File: config.mk
export PLATFORM = sky130hd
export DESIGN_NAME = rawsocket_receive_deframer_top_flat
export DESIGN_NICKNAME = d
export VERILOG_FILES = /design/src/hdl/rrd_pkg.sv /design/src/hdl/rrd_in_if.sv /design/src/hdl/rrd_out_if.sv /design/src/hdl/rrd_in_stage.sv /design/src/hdl/rrd_deframe.sv /design/src/hdl/rrd_out_stage.sv /design/src/hdl/rawsocket_receive_deframer_top.sv /design/src/flat_wrapper.sv
export SDC_FILE = /design/constraint.sdc
export NUM_CORES = 1
export LEC_CHECK = 0
export BUFFER_PORTS_ARGS = -buffer_cell sky130_fd_sc_hd__buf_4
export CAP_MARGIN = 5
export CORE_MARGIN = 2
export CORE_UTILIZATION = 59
export DETAILED_ROUTE_END_ITERATION = 16
export PLACE_DENSITY = 0.85
export SYNTH_ARGS = -nofsm -noshare
export SYNTH_HDL_FRONTEND = slang
export SYNTH_SLANG_ARGS = --single-unit
File: constraint.sdc
create_clock -name i_clk -period 6.9 [get_ports i_clk]
set_input_delay 0.345 -clock i_clk [delete_from_list [all_inputs] [get_ports i_clk]]
set_output_delay 0.345 -clock i_clk [all_outputs]
set_load 0.01 [all_outputs]
File: src/hdl/rrd_pkg.sv
// Package for the raw socket receive deframer.
// Holds item types, phase and event codes, and handshake constants.
// No dependencies.
package rrd_pkg;

    localparam logic [7:0] MAGIC_BYTE   = 8'h7f;
    localparam int         LEN_EXP_BASE = 9;
    localparam logic [3:0] NIBBLE_MASK  = 4'hf;

    // Phase codes
    localparam logic [1:0] PH_HANDSHAKE = 2'd0;
    localparam logic [1:0] PH_PREFIX    = 2'd1;
    localparam logic [1:0] PH_MESSAGE   = 2'd2;
    localparam logic [1:0] PH_HALTED    = 2'd3;

    // Event codes
    localparam logic [2:0] EV_PAYLOAD   = 3'd0;
    localparam logic [2:0] EV_HS_DONE   = 3'd1;
    localparam logic [2:0] EV_EMPTY     = 3'd2;
    localparam logic [2:0] EV_BAD_MAGIC = 3'd3;
    localparam logic [2:0] EV_RESERVED  = 3'd4;
    localparam logic [2:0] EV_BAD_TYPE  = 3'd5;

    // Position codes inside handshake and prefix
    localparam logic [15:0] POS_0 = 16'd0;
    localparam logic [15:0] POS_1 = 16'd1;
    localparam logic [15:0] POS_2 = 16'd2;
    localparam logic [15:0] POS_3 = 16'd3;

    typedef struct packed {
        logic       kind;
        logic [7:0] data_byte;
    } t_in_item;

    typedef struct packed {
        logic [2:0]  event_res;
        logic [7:0]  payload_byte;
        logic        last;
        logic [3:0]  max_len_exponent;
        logic [3:0]  serializer;
        logic [15:0] message_length;
    } t_res_item;

endpackage

File: src/hdl/rrd_in_if.sv
// Input channel of the deframer: valid/ready handshake with one byte item.
// Depends on nothing.
interface rrd_in_if;
    logic       valid;
    logic       ready;
    logic       kind;
    logic [7:0] data_byte;

    modport source (output valid, output kind, output data_byte, input ready);
    modport sink   (input valid, input kind, input data_byte, output ready);
endinterface

File: src/hdl/rrd_out_if.sv
// Result channel of the deframer: valid/ready handshake with one result item.
// Depends on nothing.
interface rrd_out_if;
    logic        valid;
    logic        ready;
    logic [2:0]  event_res;
    logic [7:0]  payload_byte;
    logic        last;
    logic [3:0]  max_len_exponent;
    logic [3:0]  serializer;
    logic [15:0] message_length;

    modport source (output valid, output event_res, output payload_byte, output last,
                    output max_len_exponent, output serializer, output message_length,
                    input ready);
    modport sink   (input valid, input event_res, input payload_byte, input last,
                    input max_len_exponent, input serializer, input message_length,
                    output ready);
endinterface

File: src/hdl/rrd_in_stage.sv
// Input register stage of the deframer.
// Depends on rrd_pkg.
module rrd_in_stage
    import rrd_pkg::*;
(
    input  logic     i_clk,
    input  logic     i_rst_n,
    input  logic     i_valid,
    input  t_in_item i_item,
    output logic     o_ready,
    input  logic     i_out_can,
    output logic     o_valid,
    output t_in_item o_item
);

    logic     r_valid;
    t_in_item r_item;

    // Take a new item when empty or when the held item moves on
    assign o_ready = !r_valid || i_out_can;

    always_ff @(posedge i_clk) begin
        if (!i_rst_n) begin
            r_valid <= 1'b0;
        end else if (i_valid && o_ready) begin
            r_valid <= 1'b1;
        end else if (i_out_can) begin
            r_valid <= 1'b0;
        end
    end

    // Hold payload
    always_ff @(posedge i_clk) begin
        if (i_valid && o_ready) begin
            r_item <= i_item;
        end
    end

    assign o_valid = r_valid;
    assign o_item  = r_item;

endmodule

File: src/hdl/rrd_deframe.sv
// Deframer state and per-byte decision logic.
// Depends on rrd_pkg.
module rrd_deframe
    import rrd_pkg::*;
(
    input  logic      i_clk,
    input  logic      i_rst_n,
    input  logic      i_fire,
    input  t_in_item  i_item,
    output logic      o_res_valid,
    output t_res_item o_res
);

    logic [1:0]  r_phase,        n_phase;
    logic [15:0] r_byte_count,   n_byte_count;
    logic [15:0] r_frame_length, n_frame_length;
    logic [15:0] r_prefix_high,  n_prefix_high;
    logic [7:0]  r_peer,         n_peer;

    logic [2:0]  ev;
    logic [7:0]  pb;
    logic        lst;
    logic [15:0] count_inc;
    logic [7:0]  b;

    assign b         = i_item.data_byte;
    assign count_inc = r_byte_count + 16'd1;

    // Decide next state and result for the held item
    always_comb begin
        n_phase        = r_phase;
        n_byte_count   = r_byte_count;
        n_frame_length = r_frame_length;
        n_prefix_high  = r_prefix_high;
        n_peer         = r_peer;
        o_res_valid    = 1'b0;
        ev             = EV_PAYLOAD;
        pb             = 8'd0;
        lst            = 1'b0;
        if (i_item.kind) begin
            n_phase      = PH_HANDSHAKE;
            n_byte_count = POS_0;
        end else begin
            case (r_phase)
                PH_HANDSHAKE: begin
                    case (r_byte_count)
                        POS_0: begin
                            if (b != MAGIC_BYTE) begin
                                o_res_valid = 1'b1;
                                ev          = EV_BAD_MAGIC;
                            end else begin
                                n_byte_count = POS_1;
                            end
                        end
                        POS_1: begin
                            n_peer       = b;
                            n_byte_count = POS_2;
                        end
                        POS_2: begin
                            if (b != 8'd0) begin
                                n_byte_count = POS_0;
                                o_res_valid  = 1'b1;
                                ev           = EV_RESERVED;
                            end else begin
                                n_byte_count = POS_3;
                            end
                        end
                        default: begin
                            n_byte_count = POS_0;
                            o_res_valid  = 1'b1;
                            if (b != 8'd0) begin
                                ev = EV_RESERVED;
                            end else begin
                                n_phase = PH_PREFIX;
                                ev      = EV_HS_DONE;
                            end
                        end
                    endcase
                end
                PH_PREFIX: begin
                    case (r_byte_count)
                        POS_0: begin
                            n_prefix_high = {b, 8'd0};
                            n_byte_count  = POS_1;
                        end
                        POS_1: begin
                            n_prefix_high = {r_prefix_high[15:8], b};
                            n_byte_count  = POS_2;
                        end
                        POS_2: begin
                            n_frame_length = {b, 8'd0};
                            n_byte_count   = POS_3;
                        end
                        default: begin
                            n_frame_length = {r_frame_length[15:8], b};
                            n_byte_count   = POS_0;
                            if (r_prefix_high != 16'd0) begin
                                n_phase     = PH_HALTED;
                                o_res_valid = 1'b1;
                                ev          = EV_BAD_TYPE;
                            end else if (n_frame_length == 16'd0) begin
                                o_res_valid = 1'b1;
                                ev          = EV_EMPTY;
                            end else begin
                                n_phase = PH_MESSAGE;
                            end
                        end
                    endcase
                end
                PH_MESSAGE: begin
                    // Pass the byte through, mark the final one
                    o_res_valid  = 1'b1;
                    ev           = EV_PAYLOAD;
                    pb           = b;
                    lst          = (count_inc == r_frame_length);
                    n_byte_count = count_inc;
                    if (lst) begin
                        n_phase      = PH_PREFIX;
                        n_byte_count = POS_0;
                    end
                end
                default: begin
                    // Halted: drop bytes until a connection event
                end
            endcase
        end
    end

    always_ff @(posedge i_clk) begin
        if (!i_rst_n) begin
            r_phase        <= PH_HANDSHAKE;
            r_byte_count   <= 16'd0;
            r_frame_length <= 16'd0;
            r_prefix_high  <= 16'd0;
            r_peer         <= 8'd0;
        end else if (i_fire) begin
            r_phase        <= n_phase;
            r_byte_count   <= n_byte_count;
            r_frame_length <= n_frame_length;
            r_prefix_high  <= n_prefix_high;
            r_peer         <= n_peer;
        end
    end

    assign o_res.event_res        = ev;
    assign o_res.payload_byte     = pb;
    assign o_res.last             = lst;
    assign o_res.max_len_exponent = n_peer[7:4] & NIBBLE_MASK;
    assign o_res.serializer       = n_peer[3:0] & NIBBLE_MASK;
    assign o_res.message_length   = n_frame_length;

endmodule

File: src/hdl/rrd_out_stage.sv
// Result register stage of the deframer.
// Depends on rrd_pkg.
module rrd_out_stage
    import rrd_pkg::*;
(
    input  logic      i_clk,
    input  logic      i_rst_n,
    input  logic      i_fire,
    input  logic      i_res_valid,
    input  t_res_item i_res,
    output logic      o_can,
    input  logic      i_ready,
    output logic      o_valid,
    output t_res_item o_res
);

    logic      r_valid;
    t_res_item r_res;

    // Free when empty or when the held result is being taken
    assign o_can = !r_valid || i_ready;

    always_ff @(posedge i_clk) begin
        if (!i_rst_n) begin
            r_valid <= 1'b0;
        end else if (i_fire) begin
            r_valid <= i_res_valid;
        end else if (i_ready) begin
            r_valid <= 1'b0;
        end
    end

    // Hold payload
    always_ff @(posedge i_clk) begin
        if (i_fire && i_res_valid) begin
            r_res <= i_res;
        end
    end

    assign o_valid = r_valid;
    assign o_res   = r_res;

endmodule

File: src/hdl/rawsocket_receive_deframer_top.sv
// Raw socket receive deframer: handshake check and frame splitting, one byte per item.
// Path: input register, decision logic, result register (when a result item is made).
// Throughput: 1 item per cycle; set by the single decision stage between the
// input and result registers, stalled only by result backpressure.
// Reset: synchronous active low; phase returns to handshake wait, counters clear.
// Depends on rrd_pkg, rrd_in_if, rrd_out_if, rrd_in_stage, rrd_deframe, rrd_out_stage.
module rawsocket_receive_deframer_top
    import rrd_pkg::*;
(
    input  logic i_clk,
    input  logic i_rst_n,
    rrd_in_if.sink    i_in,
    rrd_out_if.source o_out
);

    t_in_item  in_item;
    t_in_item  held_item;
    logic      held_valid;
    logic      out_can;
    logic      fire;
    logic      res_valid;
    t_res_item res;
    t_res_item out_res;
    logic      out_valid;

    assign in_item.kind      = i_in.kind;
    assign in_item.data_byte = i_in.data_byte;

    // Advance the held item whenever the result register can take its result
    assign fire = held_valid && out_can;

    rrd_in_stage u_in_stage (
        .i_clk     (i_clk),
        .i_rst_n   (i_rst_n),
        .i_valid   (i_in.valid),
        .i_item    (in_item),
        .o_ready   (i_in.ready),
        .i_out_can (out_can),
        .o_valid   (held_valid),
        .o_item    (held_item)
    );

    rrd_deframe u_deframe (
        .i_clk       (i_clk),
        .i_rst_n     (i_rst_n),
        .i_fire      (fire),
        .i_item      (held_item),
        .o_res_valid (res_valid),
        .o_res       (res)
    );

    rrd_out_stage u_out_stage (
        .i_clk       (i_clk),
        .i_rst_n     (i_rst_n),
        .i_fire      (fire),
        .i_res_valid (res_valid),
        .i_res       (res),
        .o_can       (out_can),
        .i_ready     (o_out.ready),
        .o_valid     (out_valid),
        .o_res       (out_res)
    );

    assign o_out.valid            = out_valid;
    assign o_out.event_res        = out_res.event_res;
    assign o_out.payload_byte     = out_res.payload_byte;
    assign o_out.last             = out_res.last;
    assign o_out.max_len_exponent = out_res.max_len_exponent;
    assign o_out.serializer       = out_res.serializer;
    assign o_out.message_length   = out_res.message_length;

endmodule
File: src/flat_wrapper.sv
// flat-port wrapper written by rule: the top's interface ports become plain ports
module rawsocket_receive_deframer_top_flat import rrd_pkg::*;
  (i_clk, i_rst_n, i_in_valid, i_in_kind, i_in_data_byte, i_in_ready, o_out_valid, o_out_event_res, o_out_payload_byte, o_out_last, o_out_max_len_exponent, o_out_serializer, o_out_message_length, o_out_ready);
  rrd_in_if i_in_i ();
  rrd_out_if o_out_i ();
  input  logic i_clk;
  input  logic i_rst_n;
  input wire logic [$bits(i_in_i.valid)-1:0] i_in_valid;
  input wire logic [$bits(i_in_i.kind)-1:0] i_in_kind;
  input wire logic [$bits(i_in_i.data_byte)-1:0] i_in_data_byte;
  output wire logic [$bits(i_in_i.ready)-1:0] i_in_ready;
  output wire logic [$bits(o_out_i.valid)-1:0] o_out_valid;
  output wire logic [$bits(o_out_i.event_res)-1:0] o_out_event_res;
  output wire logic [$bits(o_out_i.payload_byte)-1:0] o_out_payload_byte;
  output wire logic [$bits(o_out_i.last)-1:0] o_out_last;
  output wire logic [$bits(o_out_i.max_len_exponent)-1:0] o_out_max_len_exponent;
  output wire logic [$bits(o_out_i.serializer)-1:0] o_out_serializer;
  output wire logic [$bits(o_out_i.message_length)-1:0] o_out_message_length;
  input wire logic [$bits(o_out_i.ready)-1:0] o_out_ready;
  assign i_in_i.valid = i_in_valid;
  assign i_in_i.kind = i_in_kind;
  assign i_in_i.data_byte = i_in_data_byte;
  assign i_in_ready = i_in_i.ready;
  assign o_out_valid = o_out_i.valid;
  assign o_out_event_res = o_out_i.event_res;
  assign o_out_payload_byte = o_out_i.payload_byte;
  assign o_out_last = o_out_i.last;
  assign o_out_max_len_exponent = o_out_i.max_len_exponent;
  assign o_out_serializer = o_out_i.serializer;
  assign o_out_message_length = o_out_i.message_length;
  assign o_out_i.ready = o_out_ready;
  rawsocket_receive_deframer_top u_core (.i_clk(i_clk), .i_rst_n(i_rst_n), .i_in(i_in_i), .o_out(o_out_i));
endmodule
* Word-level counts from Yosys, hierarchy flattened
Cells that the tools add are included. Widths: inputs -> output; s select.
Word-level totals: register bits after elaboration 105, bits of input ports 13, output and inout bits 38
Operators by class: add/sub/neg operators 1, eq/ne operators 12, multiplexer cells 42, bitwise logic cells 3, reduce and logical (&&, ||, !) cells 23
Operator list (count):
- $pmux 16 s3 | 2
- $mux 16 | 5
- $pmux 16 s2 | 2
- $logic_not 16->1 | 2
- $mux 8 | 3
- $mux 2 | 10
- $add 16x1->16 const B | 1
- $eq 16x1->1 const B | 1
- $eq 16x16->1 | 1
- $eq 16x2->1 const B | 1
- $reduce_bool 16->1 | 1
- $mux 3 | 4
- $ne 3x2->1 const B | 4
- $pmux 2 s3 | 2
- $mux 1 | 10
- $pmux 3 s3 | 1
- $ne 4x3->1 const B | 2
- $ne 8x7->1 const B | 1
- $reduce_bool 8->1 | 1
- $reduce_and 7->1 | 1
- $pmux 1 s3 | 2
- $pmux 3 s2 | 1
- $reduce_bool 2->1 | 3
- $reduce_and 5->1 | 1
- other kinds (12) | 19

* Longest topological paths before layout
Gate-level depths: netlist of the first run.
depth in word-level cells 7, mapped depth 10, gate-level depth less buffers 9

* Hierarchy
Synthesis of the first run repeated with hierarchy kept, for this count alone.
Second synthesis, totals: cells, all modules 526, area total of the unflattened synthesis 5585.4 µm²
Modules (own cells, without submodules):
- rrd_deframe | times used 1, cells each 470, area each 4119.0 µm², seq. area each 1161.1 µm²
- rrd_out_stage | times used 1, cells each 41, area each 1132.3 µm², seq. area each 1101.1 µm²
- rrd_in_stage | times used 1, cells each 14, area each 327.8 µm², seq. area each 290.3 µm²
- rawsocket_receive_deframer_top | times used 1, cells each 1, area each 6.3 µm², seq. area each 0.0 µm²

* Worst setup path after synthesis of the first run
Ideal clock, no wire load.
path type reg2reg, start register u_core.u_deframe.r_byte_count[0], end register u_core.u_out_stage.r_res, in the netlist u_core.u_out_stage.o_res[0] (enable), library setup time 0.523 ns, arrival time 5.096 ns, required time 6.377 ns, slack 1.282 ns, stages on the path, launching flop included 10, buffers on the path 1, clock period less this slack 5.618 ns, cells stage by stage dfxtp_1 inv_1 ha_1 clkbuf_1 nor3_1 inv_1 nand2_1 a311o_1 a221oi_1 nor4_1
Between the ends: longest elaborated chain between the ends 6, elaborated cells on any way between the ends 9, those cells by class eq/ne (2); mux (4); reduce/logical (3)
Ends and longest elaborated chain:
- start: declaration | line rrd_deframe.sv:15 | logic [15:0] r_byte_count, n_byte_count;
- start signal: assignment | line rrd_deframe.sv:138 | r_byte_count <= n_byte_count;
- $eq 16x2->1, or another cell as far along | line rrd_deframe.sv:46, rrd_deframe.sv:81
- $reduce_or 3->1 (no line)
- $mux 1 | line rrd_deframe.sv:81 | case (r_byte_count)
- $pmux 1 s3 * | line rrd_deframe.sv:44 | case (r_phase)
- $mux 1 * | line rrd_deframe.sv:40 | if (i_item.kind) begin
- $logic_and 1x1->1 * | line rrd_out_stage.sv:35 | if (i_fire && i_res_valid) begin
- end signal: assignment | line rrd_out_stage.sv:36 | r_res <= i_res;
- end: declaration | line rrd_out_stage.sv:18 | t_res_item r_res;
Every way passes the cells marked *; elsewhere a longest branch is shown, timed or not. A chain may end at the register's enable or synchronous reset.

* Worst setup path after layout of the first run
start register u_core.u_deframe.r_byte_count[2], end register u_core.u_out_stage.r_res, in the netlist u_core.u_out_stage.o_res[0] (enable)
Same word-level chain as after synthesis.

==> metrics.md, run 1 <==
| Metric | Value |
|---|---|
| Status | finished, final reports clean |
| Row count | 34 |
| Initial core utilization | 60.80% |
| Worst R2R Path Depth | 7 |
| Buffers on Ports | 50 |
| Worst-case clock skew | 0.01649 ns |
| MaxCap Viol Count | 0 |
| Clk pin slew, worst setup/hold paths | approximately 0.1 ns |
| Routability Congestion | 0.9744 |
| CTS hold repair buffers | 0 |
| Fin. max-slew vios | 0 |
| Sw frac | ~25% |
| Largest family of logic cells by synthesized area | simple AND/OR/NAND/NOR gates |
| Peak VDD IR | approximately 180 uV |
| Remaining DRCs | 0 |
| Synth area leaders | edfxtp_1 (26%), dfxtp_1 (23%), nand2_1 (4.5%) |
| Post-synthesis xor/xnor area fraction | roughly 4.0% |
| Post-synthesis compound-gate area fraction | 16.15% |
| Mean number of vias per cell | 6.491 |
| Main synth FF type | dfxtp_1 |
| Reg2Reg Launch Point | u_core.u_deframe.r_byte_count[2] |
| Leak | 2.044 nW |
| Cells after synthesis | 527 |
| Post-Route WL | roughly 13,000 microns |
| Resize count post-CTS | 0 |
| PwrDens | approximately 190 mW/mm^2 |
| Count leader, synth | nand2_1 |
| Routed vias | ~4,300 |
| Syn_area_per_cell | around 10 sq um |
| P&R area growth vs syn | 9.817% |
| Post-Place Cells | around 640 |
| Period Utilization, post-route | approximately 51% |
| Combinational Power Share | approximately 5.0% |
| Ratio of cells with drive above 1 in the final layout | around 16% |
| CTS Buf Count | 9 |
| Async S/R FF share, synth | 0% |
| Arr. time, crit path | 3.58 ns |
| R2r setup slk | between 3 and 4 ns |
| Die height | slightly below 100 microns |
| CP startpoint kind | register |
| HP Class | in2reg |
| Iteration-0 DRC Markers | just under 500 |
| Worst skew pair latency | 0.37 ns |
| Synth Area in Adders | under 10% |
| Simple-gate area share of the yosys netlist | a little over a fifth |
| I/O pin cnt | 51 |
| Synth top cells by count | nand2_1 (63), dfxtp_1 (60), edfxtp_1 (45) |
| Vias in the first global route | a little over 4,000 |
| Detailed Routing Iterations Pass 1 | 5 |
| Sequential Power Share | between 60% and 70% |
| Die area | 0.009715 sq mm |
| Mapped Area | approximately 0.0053 sq mm |
| Cell variety after synth | 67 |
| Worst-path fanout max | 30 |
| Reg2reg end | u_core.u_out_stage.o_res[0] |
| H-tree level count | 3 |
| Hold depth | 1 |
| Filler cells | between 600 and 700 |
| Initial antenna violation count | 0 |
| Core Area | just under 0.009 sq mm |
| Antenna diode count | 0 |
| Final setup viols | 0 |
| Clk pwr share | around 34% |
| Dominant cell type by area after synthesis | edfxtp_1 |
| Overall power | between 1 and 1.5 mW |
| Hold EP | u_core.u_in_stage.o_item[1] |
| Yosys warns | 0 |
| EDFF count, synth | 45 |
| Internal power | a little over 0.8 mW |
| Rel. slew slack | 20.85% |
| CTS tree | yes |
| Worst slew pin tran | about 1.2 ns |
| Fin crit period | between 3 and 4 ns |
| Die Width | ~99 microns |
| Setup TNS | 0 ns |
| First-pass GRT wire length | approximately 20,000 microns |
| RSZ-0062 raised after global routing | false |
| Post-synthesis mux area share | ~3.2% |
| FF+latch count, synth | ~110 |
| Seq/Total Area, Yosys | 48.38% |
| Mapped Nets | around 550 |
| Clock sink count | between 100 and 150 |
| HPWL after detailed placement | 8690 microns |
| Overall Global Routing Usage | approximately a quarter |
| Layout Nets | around 570 |
| WL per Instance | 19.29 microns |
| Routed Antenna Nets | 0 |
| Largest net degree at the start of global routing | 60 |
| Final Non-Filler Cells | 660 |
| Post-CTS setup buffer count | 0 |
| Hold path startpoint | i_in_data_byte[1] |
| CP Data Required Time | a little under 7 ns |
| Clock Path Buffers | 2 |
| Crit. End Element | register |
| Root Driver | clkbuf_8 |
| Gr ovfl total | 0 |
| Fmax | approximately 280 MHz |
| Synth top area share | roughly a quarter |
| Final hold violation count | 0 |
| Crit Path Class | reg2reg |
| NetSw | around 0.27 mW |
sequential cells by signal (all words and copies together), names as in the netlist:
signal	count
u_core.u_in_stage.o_item	9
u_core.u_deframe.r_frame_length	16
u_core.u_in_stage.o_valid	1
u_core.u_deframe.r_prefix_high	16
u_core.u_deframe.r_byte_count	16
u_core.u_deframe.r_peer	8
u_core.u_deframe.r_phase	2
u_core.u_out_stage.o_res	36
u_core.u_out_stage.o_valid	1
power groups by stage:
stage,Clock [mW],Sequential [mW],Combinational [mW]
after detailed placement,0,0.685,0.0536
after floorplan,0,0.677,0.0345
after CTS,0.372,0.670,0.0539
after global placement,0,0.684,0.0520
final,0.367,0.671,0.0541
after global routing,0.395,0.672,0.0582
worst max-delay path, stage by stage, from the launching register on:
cell and delay (ns):
dfxtp_1 0.43, nor4_2 0.45, and4_1 0.52, o211a_2 0.31
a311o_1 0.13, a221oi_1 0.08, nor4_2 0.77, buf_4 0.49
cells by family (layout without fill, tap and decap cells):
kind of cell               count (synthesis)  in the layout
adders and majority gates                  8              8
AOI/OAI and AO/OA                        116            116
muxes                                     16             16
and+or+nand+nor                          205            205
DFF                                      105            105
buffers and inverters                     54             79
xor gates and xnor gates                  23             23
cells in the final DEF (no fill, tap or decap), drive strengths merged, types with 2 or more instances in the layout:
cell type / instances
a31oi: 6
o21ai: 15
o31ai: 7
xor2: 5
and3: 10
a41oi: 3
a21oi: 9
clkbuf: 10
nand3: 19
and4: 4
o211ai: 5
ha: 8
mux2: 8
nor2b: 29
a32o: 2
mux2i: 8
a311o: 2
or3: 2
nor3: 7
a21boi: 16
a21o: 2
nand4: 18
a22oi: 20
and2: 13
a311oi: 2
buf: 51
inv: 16
nor4: 14
nor3b: 3
xnor2: 18
nor2: 16
dfxtp: 60
a22o: 9
edfxtp: 45
o311ai: 7
nand2: 64
layer usage:
metal | wire length, microns | global-route usage (%)
met5 | 0 | 0
met4 | 323 | 10.43
met3 | 857 | 4.894
met1 | 5409 | 34.97
met2 | 6141 | 43.54
area by class of cell:
class / instances / area, sq um / area share, %
Clock buffer: 10 / 127.6 / 2.203
Multi-Input combinational cell: 368 / 2490 / 42.97
Inverter: 12 / 45.04 / 0.7774
Tap cell: 108 / 135.1 / 2.332
Sequential cell: 105 / 2552 / 44.05
Timing Repair Buffer: 51 / 382.9 / 6.608
Clock inverter: 6 / 61.31 / 1.058
metrics by stage:
stage	area [sq um]	utilization, %	hold slack, ns	setup WS (ns)
after detailed placement	5605	64.59	0.4575	3.445
after CTS	5794	66.77	0.1289	3.416
after floorplan	5276	-	0.4400	1.282
after global routing	5794	66.77	0.1221	3.160
after global placement	5605	64.59	0.4462	3.519
final	5794	66.77	0.1436	3.358
worst max-delay path by stage:
| stage | startpoint | end | slack, ns | depth (start not counted) |
|---|---|---|---|---|
| 2_1_floorplan | u_core.u_deframe.r_byte_count[0] | u_core.u_out_stage.o_res[0] | 1.28 | 9 |
| 3_3_place_gp | u_core.u_deframe.r_byte_count[13] | u_core.u_out_stage.o_res[3] | 3.52 | 7 |
| 3_5_place_dp | u_core.u_deframe.r_byte_count[2] | u_core.u_out_stage.o_res[3] | 3.44 | 7 |
| 4_1_cts | u_core.u_deframe.r_byte_count[2] | u_core.u_out_stage.o_res[7] | 3.42 | 7 |
| 5_1_grt | u_core.u_deframe.r_byte_count[2] | u_core.u_out_stage.o_res[7] | 3.16 | 7 |
| 6_report | u_core.u_deframe.r_byte_count[2] | u_core.u_out_stage.o_res[0] | 3.36 | 7 |
(Power assumes the default switching activity.)
==> inputs of run 2 (changes only) <==
Clock period 6.9 ns to 3.4 ns, I/O delays scaled along.
==> metrics.md, run 2 (synthesis gave the netlist of run 1 again) <==
| Metric | Value |
|---|---|
| Routed Antenna Nets | 0 |
| Buffers on Ports | 50 |
| Vias in the first global route | 4,275 |
| Gr ovfl total | 0 |
| MaxCap Viol Count | 0 |
| Fmax | about 320 MHz |
| Die area | about 0.0097 sq mm |
| PwrDens | roughly 380 mW/mm^2 |
| Resize count post-CTS | 0 |
| Crit Path Class | reg2reg |
| Largest net degree at the start of global routing | 60 |
| Die Width | roughly 100 microns |
| Max reg flops | 36 |
| Status | finished, final reports clean |
| Clock Path Buffers | 2 |
| Remaining DRCs | 0 |
| Most frequent cells in the layout | buf_4 (72), nand2_1 (63), dfxtp_1 (60), edfxtp_1 (45), nor2b_1 (29) |
| CTS Buf Count | 9 |
| Worst-path fanout max | 14 |
| CTS tree | yes |
| Fin crit period | about 3.1 ns |
| Mean number of vias per cell | around 6.5 |
| Overall power | 2.287 mW |
| Core Area | around 0.0087 sq mm |
| Leak | about 2.2 nW |
| P&R area growth vs syn | 14.87% |
| Initial antenna violation count | 0 |
| HPWL after detailed placement | just under 9000 microns |
| Detailed Routing Iterations Pass 1 | 6 |
| RSZ-0062 raised after global routing | false |
| Commonest non-fill, non-tap cell in the layout | buf_4 |
| Layout Nets | ~600 |
| Post-Route WL | around 13,000 microns |
| Fin. max-slew vios | 0 |
| Iteration-0 DRC Markers | ~570 |
| Clock sink count | around 110 |
| Root Driver | clkbuf_8 |
| H-tree level count | 3 |
| Initial core utilization | a little over 60% |
| Rel. slew slack | between 40% and 50% |
| CP Data Required Time | 3.64 ns |
| CP startpoint kind | register |
| Setup TNS | 0 ns |
| HP Class | in2reg |
| Routability Congestion | between 1 and 1.5 |
| Overall Global Routing Usage | 27.97% |
| WL per Instance | around 19 microns |
| Placed inst area | between 0.005 and 0.006 sq mm |
| Crit. End Element | register |
| Worst-case clock skew | 0.01054 ns |
| Die height | 98.57 microns |
| Period Utilization, post-route | slightly above 90% |
| Antenna diode count | 0 |
| Final instance area | around 0.0061 sq mm |
| Clk pin slew, worst setup/hold paths | 0.10 ns |
| Worst skew pair latency | between 0.3 and 0.4 ns |
| Final setup viols | 0 |
| First-pass GRT wire length | roughly 21,000 microns |
| Peak VDD IR | 229.2 uV |
| Arr. time, crit path | 3.38 ns |
| Worst slew pin tran | 0.8042 ns |
| Filler cells | around 640 |
| Routed vias | 4,459 |
| I/O pin cnt | 51 |
| Ratio of cells with drive above 1 in the final layout | about a fifth |
| Row count | 34 |
| Final hold violation count | 0 |
[run 2: worst paths after layout]
check	to	slack (ns)	cells past startpoint	from
max reg2reg	u_core.u_deframe.r_byte_count[8]	0.26	9	u_core.u_deframe.r_byte_count[0]
min	u_core.u_in_stage.o_valid	0.08	3	i_in_valid
max	u_core.u_deframe.r_byte_count[8]	0.26	9	u_core.u_deframe.r_byte_count[0]
min reg2reg	u_core.u_deframe.r_peer[5]	0.47	2	u_core.u_deframe.r_peer[5]
[run 2: metrics by stage]
step,hold slack [ns],setup slack (ns),std cells,util [%]
floorplan,0.2689,0.1410,527,-
global placement,0.3487,0.4220,665,66.51
detailed placement,0.3495,0.3383,665,66.51
CTS,0.07566,0.3035,690,69.84
global route,0.06527,0.07593,690,69.84
finish,0.07725,0.2610,690,69.84
[run 2: area by class of cell]
| type | instances | area [sq um] | area share, % |
|---|---|---|---|
| Sequential cell | 105 | 2552 | 42.11 |
| Clock buffer | 9 | 123.9 | 2.044 |
| Timing Repair Buffer | 81 | 630.6 | 10.40 |
| Clock inverter | 7 | 75.07 | 1.239 |
| Multi-Input combinational cell | 368 | 2499 | 41.23 |
| Inverter | 12 | 45.04 | 0.7432 |
| Tap cell | 108 | 135.1 | 2.230 |
[run 2: repair_timing]
item / in CTS / in global routing
hold buffers: 9 / 0
buffers inserted: 0 / 0
endpoints found under the hold margin: 9 / 0
[run 2: per-layer routing]
| metal | track usage (%) | routed length (microns) |
|---|---|---|
| met1 | 36.51 | 5428 |
| met2 | 45.68 | 6481 |
| met3 | 5.887 | 1032 |
| met5 | 0 | 0 |
| met4 | 11.49 | 437 |
[run 2: report_power, final]
| group | internal [mW] | total, mW | leakage, nW | switching (mW) |
|---|---|---|---|---|
| clock network | 0.348 | 0.798 | 0.101 | 0.450 |
| logic | 0.0591 | 0.145 | 1.17 | 0.0857 |
| registers | 1.33 | 1.34 | 0.924 | 0.0126 |
[run 2: worst max-delay path: stages, from the launching register on]
cell and delay (ns):
dfxtp_1 0.50, inv_1 0.13, ha_1 0.36, xnor2_1 0.15, nand2_1 0.07, or4_4 0.56
nor4_4 0.32, nand3_2 0.34, nand3b_2 0.40, o311ai_0 0.18
==> inputs of run 3 (changes only) <==
Settings changed: SLEW_MARGIN from default to 25.
Clock period 3.4 ns to 2.91 ns, I/O delays scaled along.
==> metrics.md, run 3 (synthesis gave the netlist of run 1 again) <==
| Metric | Value |
|---|---|
| Post-Route WL | ~14,000 microns |
| Initial antenna violation count | 0 |
| Row count | 34 |
| Crit Path Class | reg2reg |
| Period Utilization, post-route | around 93% |
| Levels on crit path | 7 |
| Detailed Routing Iterations Pass 1 | 7 |
| Vias in the first global route | between 4,000 and 5,000 |
| Fin. max-slew vios | 0 |
| Routed Antenna Nets | 0 |
| Antenna diode count | 0 |
| Worst-case clock skew | 0.02545 ns |
| Worst slew pin tran | 0.7499 ns |
| H-tree level count | 3 |
| Routability Congestion | between 0.9 and 1 |
| HP Class | in2reg |
| CP startpoint kind | register |
| CP Data Required Time | between 3 and 4 ns |
| PwrDens | ~430 mW/mm^2 |
| Routed vias | between 4,000 and 5,000 |
| Die height | just under 100 microns |
| Clock sink count | between 100 and 150 |
| Fin crit period | 2.697 ns |
| Most frequent cells in the layout | buf_4 (72), nand2_1 (62), dfxtp_1 (58), edfxtp_1 (45), nor2b_1 (29) |
| Setup TNS | 0 ns |
| Gr ovfl total | 0 |
| RSZ-0062 raised after global routing | false |
| Post-Place Cells | approximately 670 |
| Post-CTS setup buffer count | 0 |
| Die area | roughly 0.01 sq mm |
| CP top delay family | simple AND/OR/NAND/NOR gates |
| MaxCap Viol Count | 0 |
| Worst-path fanout max | 12 |
| Fmax | ~370 MHz |
| P&R area growth vs syn | 16.03% |
| Overall Global Routing Usage | between 20 and 30% |
| CTS tree | yes |
| Ratio of cells with drive above 1 in the final layout | around a fifth |
| Layout Nets | 599 |
| Crit-path slowest cell | nor4_1 |
| Hold WS | roughly 0.0076 ns |
| Slowest cell delay on critical path | approximately 0.50 ns |
| Filler cells | a little over 600 |
| CTS Buf Count | 9 |
| Iteration-0 DRC Markers | between 300 and 400 |
| First-pass GRT wire length | 21,980 microns |
| Clock Path Buffers | 2 |
| Die Width | between 90 and 100 microns |
| Buffers on Ports | 50 |
| Core Area | about 0.0087 sq mm |
| Largest net degree at the start of global routing | 59 |
| CP Cell Sequence | nor4_1 > and4_4 > o211a_4 > a211o_1 > and2_1 > a22oi_1 > o31ai_1 |
| HPWL after detailed placement | around 9500 microns |
| Final instance area | just over 0.006 sq mm |
| Mean number of vias per cell | between 6 and 7 |
| Worst skew pair latency | just under 0.4 ns |
| Hold depth | 3 |
| WL per Instance | 19.74 microns |
| I/O pin cnt | about 50 |
| Final setup viols | 0 |
| Final Non-Filler Cells | about 700 |
| Rel. slew slack | between 40% and 50% |
| Bufs and invs on worst path | 0 |
| Status | finished, final reports clean |
| Placed inst area | between 0.005 and 0.006 sq mm |
| Root Driver | clkbuf_8 |
| Remaining DRCs | 0 |
| Peak VDD IR | ~310 uV |
| Worst R2R Path Depth | 7 |
| Initial core utilization | 60.80% |
| Clk pin slew, worst setup/hold paths | between 0.1 and 0.15 ns |
| Max reg flops | 36 |
| Leak | ~2.2 nW |
| Commonest non-fill, non-tap cell in the layout | buf_4 |
| Arr. time, crit path | around 3.0 ns |
| Final hold violation count | 0 |
| Crit. End Element | register |
run 3: changes by cell type in the layout (fill, tap and decap cells not counted), moves of 2 or more:
cell / before / now
nor4_2: 2 / 4
nor4_1: 10 / 7
dfxtp_1: 60 / 58
clkinv_1: 2 / 0
run 3: final timing paths:
check                                                       start                                to  slack [ns]
worst max-delay path            u_core.u_deframe.r_byte_count[15]  u_core.u_deframe.r_byte_count[9]        0.21
worst min-delay path                                   i_in_valid         u_core.u_in_stage.o_valid       0.008
worst max register to register  u_core.u_deframe.r_byte_count[15]  u_core.u_deframe.r_byte_count[9]        0.21
worst min register to register         u_core.u_deframe.r_peer[4]        u_core.u_deframe.r_peer[4]        0.48
run 3: timing repair:
action | CTS | global route
gates resized for setup | 0 | 3
endpoints found under the hold margin | 9 | 0
hold buffers | 9 | 0
endpoints found under the setup margin | 0 | 35
run 3: report_power, final:
part / total [mW] / internal [mW] / switching, mW
logic: 0.173 / 0.0733 / 0.100
clock network: 0.910 / 0.341 / 0.569
registers: 1.57 / 1.55 / 0.0199
total: 2.66 / 1.97 / 0.689
run 3: final cells by class:
type                    instances  area, sq um  share of cell area, %
clock buffers                  10        127.6                  2.085
clock inverters                 6        65.06                  1.063
inverters                      12        45.04                 0.7357
multi-input cells             368         2550                  41.65
flip-flops and latches        105         2557                  41.77
well taps                     108        135.1                  2.207
repair buffers                 82        641.9                  10.48
run 3: per-stage QoR:
stage | utilization (%) | setup WS [ns] | total power, mW
after floorplan | - | -0.1687 | 1.688
after global placement | 67.10 | 0.1995 | 1.759
after detailed placement | 67.10 | 0.07511 | 1.765
after CTS | 70.36 | 0.06359 | 2.645
after global routing | 70.55 | 0.04741 | 2.736
final | 70.55 | 0.2125 | 2.658
run 3: layer usage:
layer / GRT usage (%) / wire length [microns] / up-vias
li1: - / - / 2056
met2: 46.68 / 6589 / 254
met5: 0 / 0 / -
met1: 36.09 / 5269 / 2119
met3: 6.241 / 1233 / 62
met4: 14.96 / 545 / 0
run 3: worst reg2reg max path: cells and delay by family, from the launching register on:
| kind | cells | cell delay (ns) |
|---|---|---|
| AOI/OAI and AO/OA | 4 | 0.82 |
| DFF | 1 | 0.38 |
| and+or+nand+nor | 3 | 1.41 |
